## config.mk

```make
export PLATFORM = sky130hd
export DESIGN_NAME = ffra_ram
export DESIGN_NICKNAME = d
export VERILOG_FILES = /design/src/hw/rtl/first_fit_range_allocator_defines.svh /design/src/hw/rtl/ffra_ram.sv
export SDC_FILE = /design/constraint.sdc
export NUM_CORES = 1
export LEC_CHECK = 0
export BUFFER_PORTS_ARGS = -buffer_cell sky130_fd_sc_hd__buf_2
export CORE_MARGIN = 2
export CORE_UTILIZATION = 41
export CTS_CLUSTER_DIAMETER = 120
export DETAILED_ROUTE_END_ITERATION = 8
export GPL_ROUTABILITY_DRIVEN = 0
export HOLD_SLACK_MARGIN = 0.08
export PLACE_DENSITY = 0.64
export RECOVER_POWER = 50
export SLEW_MARGIN = 20
export SYNTH_ARGS = -nofsm -noshare
export SYNTH_HDL_FRONTEND = slang
export SYNTH_SLANG_ARGS = --single-unit
```

## constraint.sdc

```tcl
create_clock -name i_clk -period 2.71 [get_ports i_clk]
set_clock_uncertainty 0.05 [all_clocks]
set_input_delay 0.1355 -clock i_clk [delete_from_list [all_inputs] [get_ports i_clk]]
set_output_delay 0.1355 -clock i_clk [all_outputs]
set_load 0.005 [all_outputs]
```

## src/hw/rtl/first_fit_range_allocator_defines.svh

```systemverilog
// Assertion macros shared by the range allocator RTL
`ifndef FIRST_FIT_RANGE_ALLOCATOR_DEFINES_SVH
`define FIRST_FIT_RANGE_ALLOCATOR_DEFINES_SVH

// same-cycle implication, checked out of reset
`define FFRA_ASSERT_IMP(label, clk, rst_n, ante, cons) \
    label: assert property (@(posedge clk) disable iff (!(rst_n)) (ante) |-> (cons)) \
        else $error("ffra assertion failed");

// next-cycle implication, checked out of reset
`define FFRA_ASSERT_NXT(label, clk, rst_n, ante, cons) \
    label: assert property (@(posedge clk) disable iff (!(rst_n)) (ante) |=> (cons)) \
        else $error("ffra assertion failed");

`endif

```

## src/hw/rtl/ffra_ram.sv

```systemverilog
// Generic single-write, single-read RAM with registered read data
module ffra_ram #(
    parameter int WIDTH = 8,
    parameter int DEPTH = 64
) (
    input  logic                     i_clk,
    input  logic                     i_we,
    input  logic [$clog2(DEPTH)-1:0] i_waddr,
    input  logic [WIDTH-1:0]         i_wdata,
    input  logic [$clog2(DEPTH)-1:0] i_raddr,
    output logic [WIDTH-1:0]         o_rdata
);

    logic [WIDTH-1:0] mem [DEPTH];

    always_ff @(posedge i_clk) begin
        if (i_we) begin
            mem[i_waddr] <= i_wdata;
        end
        o_rdata <= mem[i_raddr];
    end

endmodule

```

==> run_results.csv <==
group,metric,value,unit
setup_path,cp-start-kind,"primary input",
setup_path,cpMostUsedCell,"clkbuf_1",
run_status,outcome,"finished, violations left",
yosys,syn_inst,940,
sta,clock.fmax,456,MHz
yosys,yosys-top-cells-area,"edfxtp_1 (76%), mux4_2 (14%), nor2_1 (1.5%)",
hold_path,min_path_type,"in2reg",
sta,setup_viol,0,
routing,wl_per_cell,25.0,µm
setup_path,cp_top_family,"buffers and inverters",
routing,drtIter0Drc,988,
yosys,yosysSeqAreaShare,77.0,%
layout,ff_latch_area,0.0155,mm²
routing,drc,0,
setup_path,slowest_delay,0.85,ns
sta,slew_headroom,-18.3,%
pwr,p_total,16.6,mW
pwr,p_per_area,712,mW/mm²
layout,drive_gt1_share,28.8,%
setup_path,worst_ep_required_time,2.88,ns
layout,antenna_cells,0,
clock_network,htree_levels,2,
routing,drt_pass1_iterations,5,
floorplan,core,0.0487,mm²
setup_path,cp_slowest_cell,"clkbuf_1",
routing,ant_nets,0,
floorplan,initial_core_util,41.4,%
setup_path,setup.worst_path.class,"in2reg",
yosys,yosysMostFrequentCell,"edfxtp_1",
sta,fin_crit_sh,81.0,%
global_routing,grt_max_degree,65,
routing,drt-total-wl,44700,µm
clock_network,postCtsSetupRepairBufs,0,
floorplan,fp.dieH,226,µm
setup_path,arrival,2.37,ns
pwr,p_leak,7.40,nW
yosys,synthesis.area,0.0202,mm²
clock_network,cts_buffers,50,
sta,worst_slew_pin_slew,1.77,ns
routing,vias,9826,
global_routing,grt_pass1_vias,10100,
routing,avgViaCountPerCell,5.50,
clock_network,clock_sinks,520,
sta,fin_tns_setup,0,ns
floorplan,dieWidth,226,µm
yosys,synth_top_cell_by_area,"edfxtp_1",
clock_network,clk_path_buf_depth,3,
place,io_buffers,29,
yosys,synth_cell_types,40,
place,dp_hpwl,28600,µm
yosys,synth_seq_cells,520,
yosys,syn-num-nets,962,
job,cap_violations,1,
yosys,synth.top_cell.area_share,76.2,%
global_routing,grt_usage,17.9,%
clock_network,cts_tree,"built",
global_routing,overflow,0,
yosys,netlist_top_cells_count,"edfxtp_1 (512), mux4_2 (126), nor2_1 (83)",
clock_network,cts-root-buf,"clkbuf_16",
global_routing,antenna_found_initial,1,
global_routing,grt_pass1_wl,66100,µm
clock_network,postCtsHoldBufs,10,
sta,slew_violations,39,
floorplan,ios,30,
yosys,synth-async-reset-ratio,0,%
layout,multi_input_area,0.00432,mm²
layout,n_fill_cell,3975,
run_status,violations,"capacitance limit, slew limit",
sta,hold_violations,0,
setup_path,path_cells,"dlygate4sd3_1 -> clkbuf_1 -> clkbuf_1",
clock_network,worstSkewPairLatency,0.59,ns
sta,min_period,2.19,ns
yosys,synthFlopType,"edfxtp_1",
clock_network,cts-resized-gates,0,
yosys,syn_area_per_cell,21.5,µm²
layout,fin_nets,1107,
pwr,ir_drop,0.431,mV
yosys,synth-edff-count,512,
setup_path,critPathBufInv,3,
layout,syn2layout_area_growth,15.7,%
yosys,ys.warnings.count,0,
setup_path,endpoint_kind,"register",
setup_path,crit_fanout,26,
floorplan,die_area,0.0510,mm²
floorplan,rows,81,
clock_network,clkTransAtPathRegs,0.06,ns
sta,rsz0062_at_grt,"no",
==> worst paths after layout <==
path / startpoint / end / slack [ns] / cells past startpoint
worst max register to register: mem[29][4]$_DFFE_PP_ / o_rdata[4]$_DFF_P_ / 0.62 / 5
worst min-delay path: i_we / mem[55][5]$_DFFE_PP_ / 0.11 / 3
worst max-delay path: i_wdata[1] / mem[27][1]$_DFFE_PP_ / 0.52 / 3
worst min register to register: mem[26][6]$_DFFE_PP_ / o_rdata[6]$_DFF_P_ / 0.78 / 3
==> per-stage QoR <==
stage | util, % | worst slack, ns | hold slack [ns] | cells | cell area (µm²)
final | 47.9 | 0.515 | 0.114 | 1788 | 23300
after global routing | 47.9 | 0.359 | 0.148 | 1788 | 23300
after CTS | 48.0 | 0.597 | 0.0976 | 1788 | 23400
after detailed placement | 44.5 | 0.134 | 0.520 | 1687 | 21700
after global placement | 44.5 | 0.0542 | 0.508 | 1687 | 21700
after floorplan | - | 0.857 | 0.184 | 940 | 20200
==> logic make-up after synthesis <==
family,Yosys count,synth area share [%]
buffers and inverters,51,1.57
AO/OA/AOI/OAI,54,2.07
flip-flops,520,77.0
AND/OR/NAND/NOR,153,3.39
multiplexers,162,15.9
==> placed cells by master, fill, tap and decap left out, types with 5 or more instances in the layout <==
master and n:
edfxtp_1 512, nand3_1 13, a221oi_1 6, mux2_2 13
clkbuf_1 36, nor2b_1 14, clkbuf_2 6, clkbuf_16 53
dfxtp_1 8, clkinv_2 12, o22ai_1 8, buf_12 5
nor2_1 83, nor3_1 7, clkinv_1 6, dlygate4sd3_1 10
mux2i_1 23, mux4_2 126, buf_2 13, nand2b_1 7
buf_4 86, o221ai_1 8, nand2_1 19
==> sequential cells by signal (all words and copies together), names as in the netlist <==
signal   flops
mem        512
o_rdata      8
==> report_power, final <==
| group | switching (mW) | total [mW] | internal [mW] |
|---|---|---|---|
| combinational | 0.503 | 0.835 | 0.332 |
| sequential | 0.0287 | 8.93 | 8.91 |
| clock | 2.87 | 6.84 | 3.97 |
| total | 3.41 | 16.6 | 13.2 |
==> layout make-up <==
cell class                 instances  area share (%)
tap                              664            3.56
multi-input combinational        369            18.5
sequential                       520            66.6
clock inverter                    24           0.939
timing repair buffer             144            4.46
clock buffer                      67            5.95
==> metal layers <==
metal,part of all wire (%),up-vias,track usage [%]
li1,-,4224,-
met1,43,5203,24.5
met2,48,327,29.4
met3,6.0,70,3.32
met4,2.5,2,5.34
met5,0.022,-,0
==> worst register-to-register path: cells and delay by family (launching register included) <==
kind / cells / cell delay (ns)
AOI/OAI and AO/OA: 2 / 0.43
muxes: 2 / 0.77
and+or+nand+nor: 1 / 0.38
DFF: 1 / 0.35
Note: power is estimated with default switching activity, not from simulation.
